==> src/adll_pkg.sv <==
// Shared codes, widths and controller/datapath interface types for the array linked list.
package adll_pkg;

    localparam int OP_W     = 3;
    localparam int HANDLE_W = 7;
    localparam int VALUE_W  = 32;
    localparam int ST_W     = 2;

    localparam logic [OP_W-1:0] OP_PUSH_FRONT = 3'd0;
    localparam logic [OP_W-1:0] OP_PUSH_BACK  = 3'd1;
    localparam logic [OP_W-1:0] OP_REMOVE     = 3'd2;
    localparam logic [OP_W-1:0] OP_INS_BEFORE = 3'd3;
    localparam logic [OP_W-1:0] OP_INS_AFTER  = 3'd4;
    localparam logic [OP_W-1:0] OP_DUMP       = 3'd5;

    localparam logic [ST_W-1:0] ST_OK         = 2'd0;
    localparam logic [ST_W-1:0] ST_FULL       = 2'd1;
    localparam logic [ST_W-1:0] ST_BAD_HANDLE = 2'd2;
    localparam logic [ST_W-1:0] ST_EMPTY      = 2'd3;

    typedef struct packed {
        logic            load;
        logic            rd_handle;
        logic            rd_dump_first;
        logic            rd_dump_next;
        logic            wr_node;
        logic            link_splice;
        logic            unlink;
        logic            emit;
        logic [ST_W-1:0] status;
        logic            last;
        logic            with_handle;
        logic            with_data;
    } t_cmd;

    typedef struct packed {
        logic [OP_W-1:0] op;
        logic            handle_ok;
        logic            full;
        logic            empty;
        logic            rd_end;
    } t_stat;

endpackage

==> src/adll_ctrl.sv <==
// Sequencing state machine for the array linked list operations.
module adll_ctrl (
    input  logic           i_clk,
    input  logic           i_rst_n,
    input  logic           i_start,
    output logic           o_busy,
    input  adll_pkg::t_stat i_stat,
    output adll_pkg::t_cmd  o_cmd
);
    import adll_pkg::*;

    localparam logic [2:0] S_IDLE   = 3'd0;
    localparam logic [2:0] S_DECODE = 3'd1;
    localparam logic [2:0] S_READ   = 3'd2;
    localparam logic [2:0] S_WNODE  = 3'd3;
    localparam logic [2:0] S_WLINK  = 3'd4;
    localparam logic [2:0] S_DUMP   = 3'd5;

    logic [2:0] r_state;
    logic [2:0] n_state;

    assign o_busy = (r_state != S_IDLE);

    always_comb begin
        n_state = r_state;
        o_cmd   = '0;
        case (r_state)
            S_IDLE: begin
                if (i_start) begin
                    o_cmd.load = 1'b1;
                    n_state    = S_DECODE;
                end
            end
            S_DECODE: begin
                case (i_stat.op)
                    OP_PUSH_FRONT, OP_PUSH_BACK: begin
                        if (i_stat.full) begin
                            o_cmd.emit   = 1'b1;
                            o_cmd.status = ST_FULL;
                            o_cmd.last   = 1'b1;
                            n_state      = S_IDLE;
                        end else begin
                            n_state = S_WNODE;
                        end
                    end
                    OP_REMOVE: begin
                        if (!i_stat.handle_ok) begin
                            o_cmd.emit   = 1'b1;
                            o_cmd.status = ST_BAD_HANDLE;
                            o_cmd.last   = 1'b1;
                            n_state      = S_IDLE;
                        end else begin
                            o_cmd.rd_handle = 1'b1;
                            n_state         = S_READ;
                        end
                    end
                    OP_INS_BEFORE, OP_INS_AFTER: begin
                        if (!i_stat.handle_ok) begin
                            o_cmd.emit   = 1'b1;
                            o_cmd.status = ST_BAD_HANDLE;
                            o_cmd.last   = 1'b1;
                            n_state      = S_IDLE;
                        end else if (i_stat.full) begin
                            o_cmd.emit   = 1'b1;
                            o_cmd.status = ST_FULL;
                            o_cmd.last   = 1'b1;
                            n_state      = S_IDLE;
                        end else begin
                            o_cmd.rd_handle = 1'b1;
                            n_state         = S_READ;
                        end
                    end
                    OP_DUMP: begin
                        if (i_stat.empty) begin
                            o_cmd.emit   = 1'b1;
                            o_cmd.status = ST_EMPTY;
                            o_cmd.last   = 1'b1;
                            n_state      = S_IDLE;
                        end else begin
                            o_cmd.rd_dump_first = 1'b1;
                            n_state             = S_DUMP;
                        end
                    end
                    default: begin
                        n_state = S_IDLE;
                    end
                endcase
            end
            S_READ: begin
                if (i_stat.op == OP_REMOVE) begin
                    o_cmd.unlink = 1'b1;
                    o_cmd.emit   = 1'b1;
                    o_cmd.status = ST_OK;
                    o_cmd.last   = 1'b1;
                    n_state      = S_IDLE;
                end else begin
                    o_cmd.wr_node = 1'b1;
                    n_state       = S_WLINK;
                end
            end
            S_WNODE: begin
                o_cmd.wr_node = 1'b1;
                n_state       = S_WLINK;
            end
            S_WLINK: begin
                o_cmd.link_splice = 1'b1;
                o_cmd.emit        = 1'b1;
                o_cmd.status      = ST_OK;
                o_cmd.last        = 1'b1;
                o_cmd.with_handle = 1'b1;
                n_state           = S_IDLE;
            end
            S_DUMP: begin
                o_cmd.emit      = 1'b1;
                o_cmd.status    = ST_OK;
                o_cmd.with_data = 1'b1;
                o_cmd.last      = i_stat.rd_end;
                if (i_stat.rd_end) begin
                    n_state = S_IDLE;
                end else begin
                    o_cmd.rd_dump_next = 1'b1;
                end
            end
            default: begin
                n_state = S_IDLE;
            end
        endcase
    end

    always_ff @(posedge i_clk) begin
        if (!i_rst_n) begin
            r_state <= S_IDLE;
        end else begin
            r_state <= n_state;
        end
    end

endmodule

==> src/adll_dp.sv <==
// Datapath: link and value memories, sentinel links, alive bits and result registers.
module adll_dp #(
    parameter int CAPACITY   = 64,
    parameter int DATA_WIDTH = 32
) (
    input  logic                             i_clk,
    input  logic                             i_rst_n,
    input  logic [adll_pkg::OP_W-1:0]        i_operation,
    input  logic [adll_pkg::HANDLE_W-1:0]    i_handle,
    input  logic signed [adll_pkg::VALUE_W-1:0] i_value,
    input  adll_pkg::t_cmd                   i_cmd,
    output adll_pkg::t_stat                  o_stat,
    output logic                             o_valid,
    output logic [adll_pkg::ST_W-1:0]        o_status,
    output logic [adll_pkg::HANDLE_W-1:0]    o_new_handle,
    output logic signed [adll_pkg::VALUE_W-1:0] o_data_out,
    output logic                             o_last
);
    import adll_pkg::*;

    localparam int SW = $clog2(CAPACITY + 2);
    localparam int AW = $clog2(CAPACITY);
    localparam logic [SW-1:0] HEAD = SW'(0);
    localparam logic [SW-1:0] TAIL = SW'(1);

    function automatic logic [AW-1:0] slot_addr(input logic [SW-1:0] slot);
        logic [SW-1:0] t;
        t = slot - SW'(2);
        return t[AW-1:0];
    endfunction

    logic [SW-1:0]         mem_l [CAPACITY];
    logic [SW-1:0]         mem_r [CAPACITY];
    logic [DATA_WIDTH-1:0] mem_v [CAPACITY];

    logic [OP_W-1:0]       r_op;
    logic [HANDLE_W-1:0]   r_handle;
    logic [DATA_WIDTH-1:0] r_value;
    logic [SW-1:0]         r_next;
    logic [CAPACITY-1:0]   r_alive;
    logic [SW-1:0]         r_head_right;
    logic [SW-1:0]         r_tail_left;
    logic [SW-1:0]         r_a;
    logic [SW-1:0]         r_b;
    logic [SW-1:0]         r_rd_l;
    logic [SW-1:0]         r_rd_r;
    logic [DATA_WIDTH-1:0] r_rd_v;

    logic                  r_valid;
    logic [ST_W-1:0]       r_status;
    logic [HANDLE_W-1:0]   r_new_handle;
    logic signed [VALUE_W-1:0] r_data;
    logic                  r_last;

    logic [63:0]           in64;
    logic [63:0]           rd64;
    logic [HANDLE_W-1:0]   h_m1;
    logic [AW-1:0]         h_addr;
    logic [SW-1:0]         h_slot;
    logic [SW-1:0]         new_slot;
    logic [AW-1:0]         new_addr;
    logic [HANDLE_W-1:0]   new_handle;
    logic [SW-1:0]         sp_a;
    logic [SW-1:0]         sp_b;
    logic                  lk_en;
    logic [SW-1:0]         lk_a;
    logic [SW-1:0]         lk_b;
    logic [SW-1:0]         lk_vr;
    logic [SW-1:0]         lk_vl;
    logic                  rd_en;
    logic [AW-1:0]         rd_addr;
    logic                  l_we;
    logic [AW-1:0]         l_wa;
    logic [SW-1:0]         l_wd;
    logic                  r_we;
    logic [AW-1:0]         r_wa;
    logic [SW-1:0]         r_wd;

    assign in64       = {32'h0, $unsigned(i_value)};
    assign rd64       = 64'(r_rd_v);
    assign h_m1       = r_handle - HANDLE_W'(1);
    assign h_addr     = h_m1[AW-1:0];
    assign h_slot     = SW'(r_handle) + SW'(1);
    assign new_slot   = r_next + SW'(2);
    assign new_addr   = r_next[AW-1:0];
    assign new_handle = HANDLE_W'(r_next) + HANDLE_W'(1);

    assign o_stat.op        = r_op;
    assign o_stat.handle_ok = (r_handle != '0) && (8'(r_handle) <= 8'(r_next))
                              && r_alive[h_addr];
    assign o_stat.full      = (r_next == SW'(CAPACITY));
    assign o_stat.empty     = (r_head_right == TAIL);
    assign o_stat.rd_end    = (r_rd_r == TAIL);

    // neighbors of a new node
    always_comb begin
        case (r_op)
            OP_PUSH_FRONT: begin
                sp_a = HEAD;
                sp_b = r_head_right;
            end
            OP_PUSH_BACK: begin
                sp_a = r_tail_left;
                sp_b = TAIL;
            end
            OP_INS_BEFORE: begin
                sp_a = r_rd_l;
                sp_b = h_slot;
            end
            default: begin
                sp_a = h_slot;
                sp_b = r_rd_r;
            end
        endcase
    end

    // R[a] <= vr, L[b] <= vl
    assign lk_en = i_cmd.link_splice | i_cmd.unlink;
    assign lk_a  = i_cmd.unlink ? r_rd_l : r_a;
    assign lk_b  = i_cmd.unlink ? r_rd_r : r_b;
    assign lk_vr = i_cmd.unlink ? r_rd_r : new_slot;
    assign lk_vl = i_cmd.unlink ? r_rd_l : new_slot;

    always_comb begin
        l_we = 1'b0;
        l_wa = new_addr;
        l_wd = sp_a;
        r_we = 1'b0;
        r_wa = new_addr;
        r_wd = sp_b;
        if (i_cmd.wr_node) begin
            l_we = 1'b1;
            r_we = 1'b1;
        end else if (lk_en) begin
            l_we = (lk_b != TAIL);
            l_wa = slot_addr(lk_b);
            l_wd = lk_vl;
            r_we = (lk_a != HEAD);
            r_wa = slot_addr(lk_a);
            r_wd = lk_vr;
        end
    end

    assign rd_en = i_cmd.rd_handle | i_cmd.rd_dump_first | i_cmd.rd_dump_next;

    always_comb begin
        if (i_cmd.rd_handle) begin
            rd_addr = h_addr;
        end else if (i_cmd.rd_dump_first) begin
            rd_addr = slot_addr(r_head_right);
        end else begin
            rd_addr = slot_addr(r_rd_r);
        end
    end

    always_ff @(posedge i_clk) begin
        if (l_we) begin
            mem_l[l_wa] <= l_wd;
        end
        if (rd_en) begin
            r_rd_l <= mem_l[rd_addr];
        end
    end

    always_ff @(posedge i_clk) begin
        if (r_we) begin
            mem_r[r_wa] <= r_wd;
        end
        if (rd_en) begin
            r_rd_r <= mem_r[rd_addr];
        end
    end

    always_ff @(posedge i_clk) begin
        if (i_cmd.wr_node) begin
            mem_v[new_addr] <= r_value;
        end
        if (rd_en) begin
            r_rd_v <= mem_v[rd_addr];
        end
    end

    always_ff @(posedge i_clk) begin
        if (i_cmd.load) begin
            r_op     <= i_operation;
            r_handle <= i_handle;
            r_value  <= in64[DATA_WIDTH-1:0];
        end
        if (i_cmd.wr_node) begin
            r_a <= sp_a;
            r_b <= sp_b;
        end
        if (i_cmd.emit) begin
            r_status     <= i_cmd.status;
            r_last       <= i_cmd.last;
            r_new_handle <= i_cmd.with_handle ? new_handle : '0;
            r_data       <= i_cmd.with_data ? rd64[VALUE_W-1:0] : '0;
        end
    end

    always_ff @(posedge i_clk) begin
        if (!i_rst_n) begin
            r_next       <= '0;
            r_alive      <= '0;
            r_head_right <= TAIL;
            r_tail_left  <= HEAD;
            r_valid      <= 1'b0;
        end else begin
            r_valid <= i_cmd.emit;
            if (i_cmd.link_splice) begin
                r_next            <= r_next + SW'(1);
                r_alive[new_addr] <= 1'b1;
            end
            if (i_cmd.unlink) begin
                r_alive[h_addr] <= 1'b0;
            end
            if (lk_en && lk_a == HEAD) begin
                r_head_right <= lk_vr;
            end
            if (lk_en && lk_b == TAIL) begin
                r_tail_left <= lk_vl;
            end
        end
    end

    assign o_valid      = r_valid;
    assign o_status     = r_status;
    assign o_new_handle = r_new_handle;
    assign o_data_out   = r_data;
    assign o_last       = r_last;

endmodule

==> src/array_doubly_linked_list.sv <==
// Top level: doubly linked list in single-port arrays, controller plus datapath.
// An error or empty dump reports from the decode state, a remove from the read state and an insert
// from the link state; busy drops as the result is shown, so the next beat may start then.
// Dump: the first value follows the read of the head's successor, then one value per cycle off the registered reads.
// Results cannot be stalled. Synchronous active-low reset empties the list, restarts
// handles at 1 and needs no clearing pass.
module array_doubly_linked_list #(
    parameter int CAPACITY   = 64,
    parameter int DATA_WIDTH = 32
) (
    input  logic                                i_clk,
    input  logic                                i_rst_n,
    input  logic                                start,
    output logic                                busy,
    input  logic [adll_pkg::OP_W-1:0]           i_operation,
    input  logic [adll_pkg::HANDLE_W-1:0]       i_handle,
    input  logic signed [adll_pkg::VALUE_W-1:0] i_value,
    output logic                                o_valid,
    output logic [adll_pkg::ST_W-1:0]           o_status,
    output logic [adll_pkg::HANDLE_W-1:0]       o_new_handle,
    output logic signed [adll_pkg::VALUE_W-1:0] o_data_out,
    output logic                                o_last
);
    import adll_pkg::*;

    t_cmd  w_cmd;
    t_stat w_stat;

    adll_ctrl u_ctrl (
        .i_clk   (i_clk),
        .i_rst_n (i_rst_n),
        .i_start (start),
        .o_busy  (busy),
        .i_stat  (w_stat),
        .o_cmd   (w_cmd)
    );

    adll_dp #(
        .CAPACITY   (CAPACITY),
        .DATA_WIDTH (DATA_WIDTH)
    ) u_dp (
        .i_clk        (i_clk),
        .i_rst_n      (i_rst_n),
        .i_operation  (i_operation),
        .i_handle     (i_handle),
        .i_value      (i_value),
        .i_cmd        (w_cmd),
        .o_stat       (w_stat),
        .o_valid      (o_valid),
        .o_status     (o_status),
        .o_new_handle (o_new_handle),
        .o_data_out   (o_data_out),
        .o_last       (o_last)
    );

    a_accept_busy: assert property (@(posedge i_clk) disable iff (!i_rst_n)
        start && !busy |=> busy)
        else $error("accepted beat did not raise busy");

    a_error_last: assert property (@(posedge i_clk) disable iff (!i_rst_n)
        o_valid && o_status != ST_OK |-> o_last && o_new_handle == '0)
        else $error("error result not final or carries a handle");

    a_dump_busy: assert property (@(posedge i_clk) disable iff (!i_rst_n)
        o_valid && !o_last |-> busy)
        else $error("controller idle in the middle of a dump");

    a_splice_room: assert property (@(posedge i_clk) disable iff (!i_rst_n)
        w_cmd.link_splice |-> !w_stat.full)
        else $error("node spliced into a full store");

endmodule

==> config.mk <==
export PLATFORM = sky130hd
export DESIGN_NAME = array_doubly_linked_list
export DESIGN_NICKNAME = d
export VERILOG_FILES = /design/src/adll_pkg.sv /design/src/adll_ctrl.sv /design/src/adll_dp.sv /design/src/array_doubly_linked_list.sv
export SDC_FILE = /design/constraint.sdc
export NUM_CORES = 2
export LEC_CHECK = 0
export ABC_AREA = 0
export BUFFER_PORTS_ARGS = -buffer_cell sky130_fd_sc_hd__buf_4
export CAP_MARGIN = 10
export CORE_MARGIN = 4
export CORE_UTILIZATION = 55
export DETAILED_ROUTE_END_ITERATION = 8
export PLACE_DENSITY = 0.76
export SYNTH_ARGS = -nofsm -noshare
export SYNTH_HDL_FRONTEND = slang
export SYNTH_SLANG_ARGS = --single-unit
==> constraint.sdc <==
create_clock -name i_clk -period 11.68 [get_ports i_clk]
set_input_delay 1.752 -clock i_clk [delete_from_list [all_inputs] [get_ports i_clk]]
set_output_delay 1.752 -clock i_clk [all_outputs]
set_load 0.02 [all_outputs]
==> results_dict.tcl <==
set metrics [dict create \
    grt_usage 0.3181 \
    r2r-end "u_dp.r_rd_l[6]" \
    powerDensity_nw_per_um2 167.3 \
    core_sq_um 227900 \
    die_h_um 487.1 \
    yosysWarnings 0 \
    vias 79020 \
    hp-class "flip-flop to flip-flop" \
    clk_pin_slew_ns 0.06 \
    yosysMostFrequentCell "edfxtp_1" \
    max_freq_mhz 115.7 \
    initial_core_util 0.5539 \
    r2r_start "u_dp.r_handle[0]" \
    relSlewSlack 0.08353 \
    cts_root_buf "clkbuf_16" \
    final_core_util 0.6191 \
    fin_cells 11280 \
    io_buffers 88 \
    synth_flop_cell "edfxtp_1" \
    pin_count 89 \
    synth_commonest_cells "edfxtp_1, nand2_1, a21oi_1" \
    path_class "flip-flop to flip-flop" \
    rsz0062_at_grt "false" \
    rows 175 \
    firstDrtPassIters 7 \
    ys_async_sr_fraction 0 \
    p_total_mw 23.61 \
    synth_area_leaders "edfxtp_1, mux4_2, mux2i_1" \
    drive_above_1_share 0.1511 \
    antenna_found_initial 22 \
    setup_viol 0 \
    period_share 0.7397 \
    clock_skew_ns 0.06115 \
    clk_latency_ns 0.97 \
    cts_setup_buffers 0 \
    cpMaxStageDelayCell "a2111oi_0" \
    synth_edf_count 3088 \
    clock_path_buffers 4 \
    dpl.cell_count 10700 \
    crit_chain "buf_4, inv_1, ha_1, xor2_4, nor2_1, a221oi_1, a211oi_1, o21ai_2, nand4_1, nand2_8, buf_12, mux4_2, a2111oi_0, o32ai_1, or3_1" \
    synth_top_area_share 0.7344 \
    overflow 0 \
    synth_seq_cells 3177 \
    cp-end-kind "flip-flop" \
    syn_area_sq_um 126300 \
    period_minus_slack_ns 8.640 \
    die_area_sq_um 237300 \
    grt_pass1_wl_um 545100 \
    tightest_slew_ns 1.340 \
    reg2reg_depth 15 \
    yosysSeqAreaShare 0.7486 \
    drc 0 \
    status "finished, final reports clean" \
    nets 8085 \
    startpoint "u_dp.r_handle[0]" \
    cts_buffers 323 \
    cp_slowest_stage_delay_ns 1.16 \
    hold_viol 0 \
    syn_avg_cell_area_sq_um 16.01 \
    drt_iter0_drc 15010 \
    h-tree-depth 5 \
    reg2reg_setup_slack_ns 3.04 \
    drv_cap 0 \
    hpwlAfterDp_um 211500 \
    syn_to_final_growth_pct 11.78 \
    cts_tree "done" \
    fin_tns_setup_ns 0 \
    die_w_um 487.1 \
    cts_hold_buf 0 \
    cts.repair.resized 0 \
    postRouteAntennaNets 0 \
    grt_pass1_vias 76670 \
    globalplace.congestion 0.9013 \
    crit_required_ns 12.37 \
    totalWireLength_um 383200 \
    critPathMaxFanout 90 \
    cp-endpoint "u_dp.r_rd_l[6]" \
    netlist_instances 7887 \
    finalMaxSlewViolations 0 \
    vias_per_cell 7.007 \
    wire_per_inst_um 33.98 \
    grt_max_degree 115 \
    p_leak_nw 45.29 \
    synth_cell_types 90 \
    yosysTopAreaCell "edfxtp_1" \
    synth.net_count 7951 \
    critical_path_arrival_ns 9.33 \
    cts.sinks 3177 \
    cp-start-kind "flip-flop" \
    peakVddDrop_mv 0.1177 \
]
==> routing by layer <==
metal  up-vias  track usage  part of all wire
met1     39040       0.4226              0.33
met2      7168       0.4762              0.45
met3      1309       0.1014              0.16
met4         8       0.1608             0.058
li1      31500            -                 -
met5         -            0           0.00016
==> critical path: cells and delay by family (launching register included) <==
family | cells | cell delay [ns]
simple gates | 4 | 2.57
compound gates | 5 | 2.46
buf+inv | 3 | 1.56
xor+xnor | 1 | 0.48
fa+ha+maj | 1 | 0.47
mux | 1 | 0.39
flops | 1 | 0.32
==> worst min path at each step <==
stage                                   start                   to  slack (ns)  depth (start not counted)
final                     u_dp.r_tail_left[5]  u_dp.r_tail_left[5]        0.47                          2
after CTS                 u_dp.r_tail_left[4]  u_dp.r_tail_left[4]        0.47                          2
after global routing      u_dp.r_tail_left[5]  u_dp.r_tail_left[5]        0.49                          2
after global placement    u_dp.r_tail_left[5]  u_dp.r_tail_left[5]        0.46                          2
after floorplan           u_dp.r_tail_left[5]  u_dp.r_tail_left[5]        0.45                          2
after detailed placement  u_dp.r_tail_left[5]  u_dp.r_tail_left[5]        0.46                          2
==> stage by stage <==
step           instance area (sq um)  worst slack [ns]  hold slack (ns)
2_1_floorplan                 126300             5.820           0.4465
3_3_place_gp                  131000             3.548           0.4582
3_5_place_dp                  131000             3.273           0.4642
4_1_cts                       141000             3.287           0.4741
5_1_grt                       141100             2.783           0.4880
6_report                      141100             3.040           0.4743
==> area by class of cell <==
type                       count  area, sq um
inverter                      31        116.4
sequential                  3177        94510
tap                         3009         3765
clock buffer                 394         8479
clock inverter               162         1518
antenna                       17        42.54
timing repair buffer         320         2572
fill                       15410        86810
multi-input combinational   4168        30120
==> power breakdown <==
part / internal (mW) / switching, mW
Clock: 5.78 / 4.24
Combinational: 0.216 / 0.730
Sequential: 12.6 / 0.0197
Total: 18.6 / 4.99
==> flip-flops by register name, indices dropped and copies added (netlist names), 32 cells and up <==
name and count:
u_dp.mem_l 448, u_dp.mem_r 448, u_dp.mem_v 2048, u_dp.o_data_out 32, u_dp.r_alive 64, u_dp.r_rd_v 32
u_dp.r_value 32
==> cell usage in the layout (no fill, tap or decap), drive strengths merged, types with 96 or more instances in the layout <==
master | Yosys | layout
mux2i | 354 | 354
clkbuf | 260 | 396
nor4 | 106 | 106
a21oi | 567 | 567
o22ai | 130 | 130
nand2 | 846 | 846
a2111oi | 96 | 96
edfxtp | 3088 | 3088
nor3 | 122 | 122
clkinv | 3 | 122
mux2 | 117 | 117
nand3 | 215 | 215
nor2 | 414 | 414
o21ai | 213 | 213
buf | 251 | 318
mux4 | 240 | 240
==> logic make-up (layout without fill, tap and decap cells) <==
family                   Yosys count  count (layout)  synth area share
flip-flops                      3177            3177            0.7486
AO/OA/AOI/OAI                   1561            1561           0.08183
AND/OR/NAND/NOR                 1844            1844           0.06380
other                              0              17                 0
XOR/XNOR                          33              33          0.002497
adder cells (fa/ha/maj)           19              19          0.001883
buffers and inverters            542             907           0.01994
multiplexers                     711             711           0.08150
Note: power is estimated with default switching activity, not from simulation.
